**src/design/pspc_pkg.sv**
```systemverilog
package pspc_pkg;

  // Table geometry default
  localparam int TABLE_ENTRIES_DEF = 64;

  // Field widths
  localparam int ADDR_W     = 32;
  localparam int COUNT_W    = 32;
  localparam int RIDX_W     = 6;
  localparam int EIDX_W     = 6;
  localparam int USED_W     = 7;

  // One table entry in memory: {count, address}
  localparam int ENTRY_W    = ADDR_W + COUNT_W;

  // Stream word widths
  localparam int S_TDATA_W  = 40;
  localparam int M_TDATA_W  = 80;
  localparam int M_TUSER_W  = 4;

  // Operation codes carried in s_tuser
  localparam logic OP_COUNT = 1'b0;
  localparam logic OP_READ  = 1'b1;

  localparam logic [COUNT_W-1:0] COUNT_MAX = '1;

endpackage

```
**src/design/pspc_ram.sv**
```systemverilog
module pspc_ram #(
  parameter int WIDTH = pspc_pkg::ENTRY_W,
  parameter int DEPTH = pspc_pkg::TABLE_ENTRIES_DEF
) (
  input  logic                     clk,
  input  logic                     we,
  input  logic [$clog2(DEPTH)-1:0] waddr,
  input  logic [WIDTH-1:0]         wdata,
  input  logic                     re,
  input  logic [$clog2(DEPTH)-1:0] raddr,
  output logic [WIDTH-1:0]         rdata
);

  logic [WIDTH-1:0] mem [DEPTH];

  // Single write port, registered read that holds when not enabled
  always_ff @(posedge clk) begin
    if (we) begin
      mem[waddr] <= wdata;
    end
    if (re) begin
      rdata <= mem[raddr];
    end
  end

endmodule

```
**src/design/per_source_packet_counter_top.sv**
```systemverilog
// Per-source packet counter: a table of up to TABLE_ENTRIES IPv4 source
// addresses, each with a saturating 32-bit packet count, held in one
// single-port-read RAM of {count, address} entries. A count word (tuser 0)
// searches the used entries from entry 0, one entry per cycle through the RAM
// read port, then bumps the hit entry or appends a new one. Every input word
// gives exactly one result word. A finished result waits in the output
// register while the next input word is taken. A stalled output holds the
// block in its last step until the register frees. A nonzero capture_limit
// stops counting once that many packets have been taken; counting words after
// that give a result with zero index, address and count, but the current
// used count, with capture_stopped set. Write cfg only while the block is idle.
module per_source_packet_counter_top #(
  parameter int TABLE_ENTRIES = pspc_pkg::TABLE_ENTRIES_DEF
) (
  input  logic                           clk,
  input  logic                           rst,
  // config: capture_limit
  input  logic                           cfg_valid,
  output logic                           cfg_ready,
  input  logic [pspc_pkg::COUNT_W-1:0]   cfg_data,
  // s_tdata: source_address[31:0], read_index[37:32], zero pad
  input  logic                           s_tvalid,
  output logic                           s_tready,
  input  logic [pspc_pkg::S_TDATA_W-1:0] s_tdata,
  // s_tuser: op[0]
  input  logic                           s_tuser,
  // m_tdata: entry_index[5:0], entry_address[37:6], entry_count[69:38],
  //          used_count[76:70], zero pad
  output logic                           m_tvalid,
  input  logic                           m_tready,
  output logic [pspc_pkg::M_TDATA_W-1:0] m_tdata,
  // m_tuser: new_entry[0], table_full[1], capture_stopped[2], entry_valid[3]
  output logic [pspc_pkg::M_TUSER_W-1:0] m_tuser
);

  localparam int IDX_W = $clog2(TABLE_ENTRIES);
  localparam int CNT_W = $clog2(TABLE_ENTRIES + 1);
  localparam int CMP_W = (CNT_W > pspc_pkg::RIDX_W) ? CNT_W : pspc_pkg::RIDX_W;
  localparam int AW    = pspc_pkg::ADDR_W;
  localparam int CW    = pspc_pkg::COUNT_W;

  localparam logic [1:0] ST_IDLE   = 2'd0;
  localparam logic [1:0] ST_SEARCH = 2'd1;
  localparam logic [1:0] ST_RDWAIT = 2'd2;
  localparam logic [1:0] ST_STOP   = 2'd3;

  logic [1:0]                    state, state_next;
  logic [IDX_W-1:0]              k, k_next;
  logic [AW-1:0]                 addr_r, addr_r_next;
  logic [pspc_pkg::RIDX_W-1:0]   ridx, ridx_next;
  logic [CNT_W-1:0]              used, used_next;
  logic [CW-1:0]                 seen, seen_next;
  logic [CW-1:0]                 limit;
  logic                          m_tvalid_next;
  logic [pspc_pkg::M_TDATA_W-1:0] m_tdata_next;
  logic [pspc_pkg::M_TUSER_W-1:0] m_tuser_next;

  // RAM port signals
  logic                          ram_we, ram_re;
  logic [IDX_W-1:0]              ram_waddr, ram_raddr;
  logic [pspc_pkg::ENTRY_W-1:0]  ram_wdata, ram_rdata;

  // Derived conditions
  logic                          out_free;
  logic                          limit_hit;
  logic [AW-1:0]                 rd_addr;
  logic [CW-1:0]                 rd_count, rd_count_inc;
  logic                          hit;
  logic                          more;
  logic                          rd_ok;
  logic                          room;

  // Result fields before packing
  logic [pspc_pkg::EIDX_W-1:0]   o_idx;
  logic [AW-1:0]                 o_addr;
  logic [CW-1:0]                 o_count;
  logic                          o_new, o_full, o_valid;
  logic [CNT_W-1:0]              o_used;
  logic                          o_load;

  pspc_ram #(
    .WIDTH (pspc_pkg::ENTRY_W),
    .DEPTH (TABLE_ENTRIES)
  ) u_table (
    .clk   (clk),
    .we    (ram_we),
    .waddr (ram_waddr),
    .wdata (ram_wdata),
    .re    (ram_re),
    .raddr (ram_raddr),
    .rdata (ram_rdata)
  );

  assign cfg_ready = 1'b1;
  assign s_tready  = (state == ST_IDLE);
  assign out_free  = !m_tvalid || m_tready;
  assign limit_hit = (limit != '0) && (seen >= limit);

  // Entry under test
  assign rd_addr      = ram_rdata[AW-1:0];
  assign rd_count     = ram_rdata[pspc_pkg::ENTRY_W-1:AW];
  assign rd_count_inc = (rd_count == pspc_pkg::COUNT_MAX) ? rd_count : rd_count + 1'b1;
  assign hit   = (CNT_W'(k) < used) && (rd_addr == addr_r);
  assign more  = (CNT_W'(k) + 1'b1) < used;
  assign room  = used != CNT_W'(TABLE_ENTRIES);
  assign rd_ok = CMP_W'(ridx) < CMP_W'(used);

  // Sequencer and result selection
  always_comb begin
    state_next    = state;
    k_next        = k;
    addr_r_next   = addr_r;
    ridx_next     = ridx;
    used_next     = used;
    seen_next     = seen;
    m_tvalid_next = m_tvalid && !m_tready;
    ram_we        = 1'b0;
    ram_waddr     = k;
    ram_wdata     = {rd_count_inc, addr_r};
    ram_re        = 1'b0;
    ram_raddr     = '0;
    o_load        = 1'b0;
    o_idx         = '0;
    o_addr        = '0;
    o_count       = '0;
    o_new         = 1'b0;
    o_full        = 1'b0;
    o_valid       = 1'b0;
    o_used        = used;

    case (state)
      ST_IDLE: begin
        if (s_tvalid) begin
          addr_r_next = s_tdata[AW-1:0];
          ridx_next   = s_tdata[AW +: pspc_pkg::RIDX_W];
          if (s_tuser == pspc_pkg::OP_READ) begin
            ram_re     = 1'b1;
            ram_raddr  = IDX_W'(s_tdata[AW +: pspc_pkg::RIDX_W]);
            state_next = ST_RDWAIT;
          end else if (limit_hit) begin
            state_next = ST_STOP;
          end else begin
            if (seen != pspc_pkg::COUNT_MAX) begin
              seen_next = seen + 1'b1;
            end
            ram_re     = 1'b1;
            ram_raddr  = '0;
            k_next     = '0;
            state_next = ST_SEARCH;
          end
        end
      end

      ST_SEARCH: begin
        if (hit) begin
          if (out_free) begin
            ram_we     = 1'b1;
            o_load     = 1'b1;
            o_idx      = pspc_pkg::EIDX_W'(k);
            o_addr     = addr_r;
            o_count    = rd_count_inc;
            o_valid    = 1'b1;
            state_next = ST_IDLE;
          end
        end else if (more) begin
          // next entry, one read per cycle
          ram_re     = 1'b1;
          ram_raddr  = k + 1'b1;
          k_next     = k + 1'b1;
        end else if (out_free) begin
          o_load     = 1'b1;
          state_next = ST_IDLE;
          if (room) begin
            ram_we    = 1'b1;
            ram_waddr = IDX_W'(used);
            ram_wdata = {CW'(1), addr_r};
            used_next = used + 1'b1;
            o_idx     = pspc_pkg::EIDX_W'(used);
            o_addr    = addr_r;
            o_count   = CW'(1);
            o_new     = 1'b1;
            o_valid   = 1'b1;
            o_used    = used + 1'b1;
          end else begin
            o_full = 1'b1;
          end
        end
      end

      ST_RDWAIT: begin
        if (out_free) begin
          o_load     = 1'b1;
          o_idx      = ridx;
          o_valid    = rd_ok;
          o_addr     = rd_ok ? rd_addr : '0;
          o_count    = rd_ok ? rd_count : '0;
          state_next = ST_IDLE;
        end
      end

      ST_STOP: begin
        if (out_free) begin
          o_load     = 1'b1;
          state_next = ST_IDLE;
        end
      end

      default: begin
        state_next = ST_IDLE;
      end
    endcase

    // Output register load
    m_tdata_next = m_tdata;
    m_tuser_next = m_tuser;
    if (o_load) begin
      m_tvalid_next = 1'b1;
      m_tdata_next  = {3'b000, pspc_pkg::USED_W'(o_used), o_count, o_addr, o_idx};
      m_tuser_next  = {o_valid, limit_hit, o_full, o_new};
    end
  end

  // Control state
  always_ff @(posedge clk) begin
    if (rst) begin
      state    <= ST_IDLE;
      used     <= '0;
      seen     <= '0;
      limit    <= '0;
      m_tvalid <= 1'b0;
    end else begin
      state    <= state_next;
      used     <= used_next;
      seen     <= seen_next;
      m_tvalid <= m_tvalid_next;
      if (cfg_valid && cfg_ready) begin
        limit <= cfg_data;
      end
    end
  end

  // Payload registers
  always_ff @(posedge clk) begin
    k       <= k_next;
    addr_r  <= addr_r_next;
    ridx    <= ridx_next;
    m_tdata <= m_tdata_next;
    m_tuser <= m_tuser_next;
  end

`ifndef SYNTHESIS
  a_used_bound: assert property (@(posedge clk) disable iff (rst)
    CNT_W'(used) <= CNT_W'(TABLE_ENTRIES))
    else $error("entries used beyond table size");

  a_used_step: assert property (@(posedge clk) disable iff (rst)
    (!$past(rst) && used != $past(used)) |-> used == $past(used) + 1'b1)
    else $error("entries used moved by more than one");

  a_write_in_search: assert property (@(posedge clk) disable iff (rst)
    ram_we |-> state == ST_SEARCH)
    else $error("table written outside search");

  a_new_is_valid: assert property (@(posedge clk) disable iff (rst)
    (m_tvalid && m_tuser[0]) |-> (m_tuser[3] && !m_tuser[1]))
    else $error("new entry result not valid or marked full");

  a_valid_count: assert property (@(posedge clk) disable iff (rst)
    (m_tvalid && m_tuser[3]) |-> m_tdata[69:38] != '0)
    else $error("valid entry with zero count");
`endif

endmodule
```
**config.mk**
```make
export PLATFORM = sky130hd
export DESIGN_NAME = per_source_packet_counter_top
export DESIGN_NICKNAME = d
export VERILOG_FILES = /design/src/design/pspc_pkg.sv /design/src/design/pspc_ram.sv /design/src/design/per_source_packet_counter_top.sv
export SDC_FILE = /design/constraint.sdc
export NUM_CORES = 2
export LEC_CHECK = 0
export CORE_ASPECT_RATIO = 0.9
export CORE_UTILIZATION = 32
export DETAILED_ROUTE_END_ITERATION = 6
export DONT_BUFFER_PORTS = 1
export PLACE_DENSITY = 0.49
export SETUP_SLACK_MARGIN = 0.5
export SYNTH_ARGS = -nofsm -noshare
export SYNTH_HDL_FRONTEND = slang
export SYNTH_HIERARCHICAL = 1
export SYNTH_SLANG_ARGS = --single-unit
```
**constraint.sdc**
```tcl
create_clock -name clk -period 9.1 [get_ports clk]
set_input_delay 0.455 -clock clk [delete_from_list [all_inputs] [get_ports clk]]
set_output_delay 0.455 -clock clk [all_outputs]
set_load 0.01 [all_outputs]
```
* Word-level counts from Yosys, hierarchy flattened
Memory sizes are Yosys's and may differ from the RTL's. A register that Yosys moved wholly into a read port is not among the register bits.
Index checks and enable logic that the tools add are counted.
** Word-level totals
- Output and inout bits :: 87
- Memories :: 1
- Word-level logic and storage cells :: 133
- RAM bits :: 4096
- Register bits after elaboration :: 199
- Bits of input ports :: 78
** Operators by class
- Equal/unequal tests :: 13
- Multiplexer cells :: 78
- Reductions and logical operators :: 16
- Bitwise logic cells :: 4
- Order comparisons :: 4
- Add/subtract/negate cells :: 5
** Memory list
- u_table.mem :: depth 64, bits a word 64, read ports 1, clocked after Yosys merged registers in 1, write ports 1, line pspc_ram.sv:14 : logic [WIDTH-1:0] mem [DEPTH];
** Operators by type and width (number)
- 32-bit 2-to-1 mux :: 12
- 64-bit 2-to-1 mux :: 5
- 32-bit case mux with 2 select lines :: 2
- 6-bit 2-to-1 mux :: 20
- 32-bit by 1-bit adder with 32-bit output (second input constant) :: 2
- 6-bit case mux with 2 select lines :: 3
- 7-bit 2-to-1 mux :: 5
- 32-bit equality test :: 1
- 32-bit equality test (second input constant) :: 1
- 32-bit greater-or-equal comparator :: 1
- 32-bit != test (second input constant) :: 1
- 32-bit nonzero test :: 1
- 1-bit 2-to-1 mux :: 21
- 6-bit by 7-bit less-than comparator with 1-bit output :: 2
- 2-bit 2-to-1 mux :: 6
- 2-bit != test (second input constant) :: 5
- 6-bit by 1-bit adder with 7-bit output (second input constant) :: 1
- 7-bit by 1-bit adder with 7-bit output (second input constant) :: 1
- 7-bit less-than comparator :: 1
- 7-bit != test (second input constant) :: 1
- 6-bit by 1-bit adder with 6-bit output (second input constant) :: 1
- 1-bit case mux with 2 select lines :: 3
- 2-bit case mux with 3 select lines :: 1
- 6-bit AND reduction :: 1
- 13 further kinds :: 22

* Depth between registers and ports, before layout
- Depth in word-level cells :: 8
- Mapped depth :: 19
- Depth with buffers taken out :: 15

* Cells and area by module
The synthesis kept the hierarchy.
** By module, submodules not included
- pspc_ram :: sequential area each 124919.8 sq um, area an instance 157528.6 sq um, cells an instance 6812, times used 1
- per_source_packet_counter_top :: sequential area each 5235.0 sq um, area an instance 11212.0 sq um, cells an instance 1150, times used 1

* Least setup slack after synthesis
Ideal clock, no wire load.
- Path kind :: register to register
- Start point :: register k[0]
- End point :: memory u_table/mem[48][0] (netlist bit), enable pin
- Slack :: 0.744 ns
- Cell stages (with the launch flop) :: 15
- Path buffers :: 1
- Arrival time :: 7.791 ns
- Period minus slack after synthesis :: 8.356 ns
- Library setup time :: 0.565 ns
- Required time :: 8.535 ns
- Cells stage by stage :: edfxtp_1 ha_1 nand3_1 xor2_1 inv_1 ha_1 nand2_1 o21a_1 o21a_1 a211oi_1 nand2_1 a22o_1 clkbuf_1 or3_1 nor3_1
** Between the ends
- Elaborated cells between the ends (all ways) :: 14
- Classes of those cells :: 1 x add/sub; 2 x order compare; 10 x mux; 1 x reduce/logical
** RTL lines
- start, declared :: line per_source_packet_counter_top.sv:48 : logic [IDX_W-1:0] k, k_next;
- start signal, assigned :: line per_source_packet_counter_top.sv:244 : k <= k_next;
- 6-bit by 1-bit adder with 7-bit output :: line per_source_packet_counter_top.sv:104 : assign more = (CNT_W'(k) + 1'b1) < used;
- 7-bit less-than comparator :: line per_source_packet_counter_top.sv:104
- 6-bit 2-to-1 mux :: line per_source_packet_counter_top.sv:165 : end else if (more) begin
- 6-bit 2-to-1 mux (*) :: line per_source_packet_counter_top.sv:155 : if (hit) begin
- 6-bit 2-to-1 mux (*) :: line per_source_packet_counter_top.sv:131 : case (state)
- net ram_waddr[2] :: line per_source_packet_counter_top.sv:60 : logic [IDX_W-1:0] ram_waddr, ram_raddr;
- end, declared :: line pspc_ram.sv:14
The timed path passes the listed nets; every way through them passes the cells marked *.

* Worst setup path after layout
- Start point :: register addr_r[31]
- End point :: memory u_table/mem[37][62] (netlist bit), enable pin
** Between the ends
- Longest elaborated chain between the ends :: 6
- Elaborated cells between the ends (all ways) :: 8
- Classes of those cells :: 1 x eq/ne; 6 x mux; 1 x reduce/logical
** RTL lines
- start, declared :: line per_source_packet_counter_top.sv:49 : logic [AW-1:0] addr_r, addr_r_next;
- start signal, assigned :: line per_source_packet_counter_top.sv:245 : addr_r <= addr_r_next;
- 32-bit equality test :: line per_source_packet_counter_top.sv:103 : assign hit = (CNT_W'(k) < used) && (rd_addr == addr_r);
- 1-bit logical AND :: line per_source_packet_counter_top.sv:103
- 1-bit 2-to-1 mux :: line per_source_packet_counter_top.sv:155
- 1-bit 2-to-1 mux :: line per_source_packet_counter_top.sv:131
- net ram_we :: line per_source_packet_counter_top.sv:59 : logic ram_we, ram_re;
- 1-bit 2-to-1 mux :: line pspc_ram.sv:18 : if (we) begin
- 1-bit 2-to-1 mux (not written as such) :: line pspc_ram.sv:19 : mem[waddr] <= wdata;
The timed path passes the listed nets, and every way through them passes these cells.

==> run metrics <==
status finished clean; Detailed Routing Iterations Pass 1 5; switching pwr 10,300 µW; clk sinks 4,359; Post-synth top cells edfxtp_1 (4,285), mux4_2 (1,024), nand2_1 (286), nand3_1 (226), nor2_1 (225); WS Path Type flop to flop; Setup TNS 0 ns; Initial Util 32.2%; Sequential Power Share 51.3%; Layout Nets 8,528; CP arrival 8.21 ns; num ports 165; Routed WL 528,000 µm; largest net degree at the start of global routing 104; Cell Int Power 34,500 µW; largest cells by area after synthesis edfxtp_1 (76%), mux4_2 (14%), mux2i_1 (1.1%), dfxtp_1 (0.88%), nand3_1 (0.67%); Synth Flop Type edfxtp_1; clock buffer count from CTS 451; vias post-DR 86,500; clk_skew 0.0837 ns; Post-Synth Adder-Cell Area 0.430%; CTS tree built; peak supply drop 184 µV; crit path time final 7.57 ns; synth warn 6; Util after Layout 37.2%; global-route wire length before repair 720,000 µm; FF+latch count, synth 4,359; unrepaired setup endpoints after global routing false; input/output buffers 0; grt total ovfl 0; Critical Path Fanout Max 67; share of cells above drive strength 1 24.2%; CTS resizes 0; cell row count 252; number of flops mapped to enable cells by yosys 4,285; most common cell in the netlist edfxtp_1; Netlist Area Pre-Place 169,000 µm²; Post-DP HPWL 292,000 µm; Worst Path Required 9.74 ns; hold_buf cts 108; H-Tree Level Count 5; Syn Inst Count 7,962; initial antenna violation count 44; hold_ws 0.0953 ns; die footprint 530,000 µm²; crit end category flop; post-synth top area share 76.3%; hold crit path type primary input to flop; Simple-Gate Fraction of Synth Area 3.27%; FFs w/ async S/R, synth 0%; Mean Syn Cell Area 21.2 µm²; # fillers 47,400; post-place setup slack 1.72 ns; Die X 767 µm; met1 wire length 223,000 µm; CTS root buffer clkbuf_16; clk_lat worst skew 1.02 ns; Clock power frac 41.0%; Post-CTS Setup Repair Bufs 0; startpoint type of the worst setup path flop; Core ar. 524,000 µm²; sw frac 23.1%; Clock Path Buffers 4; area grow syn2layout 15.7%; leakage power 0.0581 µW; Synth Area in Compound Gates 2.58%; top cell type by total area after synthesis edfxtp_1; routability cong. 0.789; mux contribution to synthesized area 14.8%; Worst-path clk slew 0.06 ns; drt wl/cell 33.5 µm; Max Clock Freq 132 MHz; DR vias/cell 5.49; max_slew headroom 9.38%; ANT nets after route 0; largest family of logic cells by synthesized area multiplexers; max_cap viols 0; initial drt markers 10,100; PD cells 230 nW/µm²; Global Route Usage Sum 19.4%; post-synthesis xor/xnor area fraction 0.291%; library cells used by synthesis 70; met3 routed wirelength 40,300 µm; residual DRC count 0; number of global-route vias before repair 86,200; fin. max-slew vios 0; Hold Fails Final Rpt 0; final worst slack 1.53 ns; part of the cycle the worst path needs 83.2%; sequential share of the synthesized area 77.1%; combinational share of power 7.7%; slew at the pin with the worst max-slew slack 1.36 ns; Die Span Y 691 µm; met2 wire len 249,000 µm; Highest Signal Layer met5; final setup fails 0
-- final timing paths --
check                         from                       endpoint  slack, ns  cells after the start
min                     s_tdata[9]            addr_r[9]$_DFFE_PP_        0.1                      1
max           addr_r[31]$_DFFE_PP_  u_table/mem[37][62]$_DFFE_PP_       1.53                     11
max reg2reg   addr_r[31]$_DFFE_PP_  u_table/mem[37][62]$_DFFE_PP_       1.53                     11
min reg2reg  seen[26]$_SDFFE_PP0P_          seen[26]$_SDFFE_PP0P_       0.51                      2
-- metal layers --
metal	GRT usage, %	vias up
met5	0	-
li1	-	34300
met3	3.08	797
met1	27.5	47700
met2	31.2	3706
met4	5.11	10
-- placed cells by master, fill, tap and decap left out, types with 14 or more instances in the layout --
| cell | instances |
|---|---|
| a211oi_1 | 22 |
| a21oi_1 | 72 |
| a22o_1 | 35 |
| a22oi_1 | 136 |
| a31oi_1 | 57 |
| and2_1 | 15 |
| and3_1 | 32 |
| buf_12 | 83 |
| buf_4 | 231 |
| bufinv_16 | 46 |
| clkbuf_1 | 109 |
| clkbuf_16 | 461 |
| clkinv_1 | 100 |
| clkinv_2 | 73 |
| dfxtp_1 | 74 |
| diode_2 | 17 |
| dlygate4sd3_1 | 107 |
| edfxtp_1 | 4285 |
| ha_1 | 58 |
| inv_1 | 54 |
| mux2i_1 | 183 |
| mux4_2 | 1024 |
| nand2_1 | 282 |
| nand3_1 | 226 |
| nand4_1 | 114 |
| nor2_1 | 147 |
| nor2_4 | 78 |
| nor2b_1 | 28 |
| nor4_1 | 20 |
| o21a_1 | 53 |
| o21ai_0 | 45 |
| o21ai_1 | 52 |
| o221ai_1 | 28 |
| o22ai_1 | 81 |
| or2_2 | 14 |
| or3_1 | 69 |
| xnor2_1 | 23 |
| xor2_1 | 33 |
-- flip-flops by register name, summed over array words and instances, names as in the netlist, 7 cells and up --
signal	cells
used	7
m_tdata	77
addr_r	32
limit	32
seen	32
u_table/mem	4096
u_table/rdata	64
-- through the flow --
stage | instance area (µm²) | instances | power (µW)
detailed placement | 180000 | 14800 | 26800
global placement | 180000 | 14800 | 26700
finish | 195000 | 15800 | 44800
CTS | 195000 | 15700 | 45200
global route | 195000 | 15800 | 46000
floorplan | 169000 | 7964 | 25400
-- worst max-delay path, cell delays in order (launching register included) --
cell and delay [ns]:
edfxtp_1 0.34, buf_4 0.52, xor2_1 0.17, nor4_1 0.85, nand4_1 0.82, nor2_1 0.66, nand2_1 0.33, a21oi_1 0.84
nand2_1 0.28, or3_1 0.71, nor2_4 1.06, buf_4 0.55
-- cell families (layout without fill, tap and decap cells) --
logic type	Yosys count	after routing
flops	4359	4359
mux	1220	1220
simple gates	1117	1117
compound gates	646	646
buf+inv	504	1301
fa+ha+maj	58	58
xor+xnor	56	56
other cells	2	21
-- power groups by stage --
| stage | clock (µW) | combinational [µW] | sequential (µW) |
|---|---|---|---|
| finish | 18400 | 3440 | 23000 |
| global route | 19400 | 3650 | 23000 |
| CTS | 18700 | 3460 | 23000 |
| detailed placement | 0 | 3390 | 23400 |
| global placement | 0 | 3300 | 23400 |
| floorplan | 0 | 1930 | 23400 |
-- final cells by class --
class	instances	area, µm²	share of cell area [%]
Multi-Input combinational cell	3101	37000	19.0
Tap cell	6985	8740	4.48
Antenna cell	17	42.5	0.0218
Timing Repair Buffer	423	4520	2.32
Clock inverter	244	2500	1.28
Inverter	56	210	0.108
Sequential cell	4359	130000	66.7
Clock buffer	578	12100	6.17
Power figures use the tool's default switching activity.
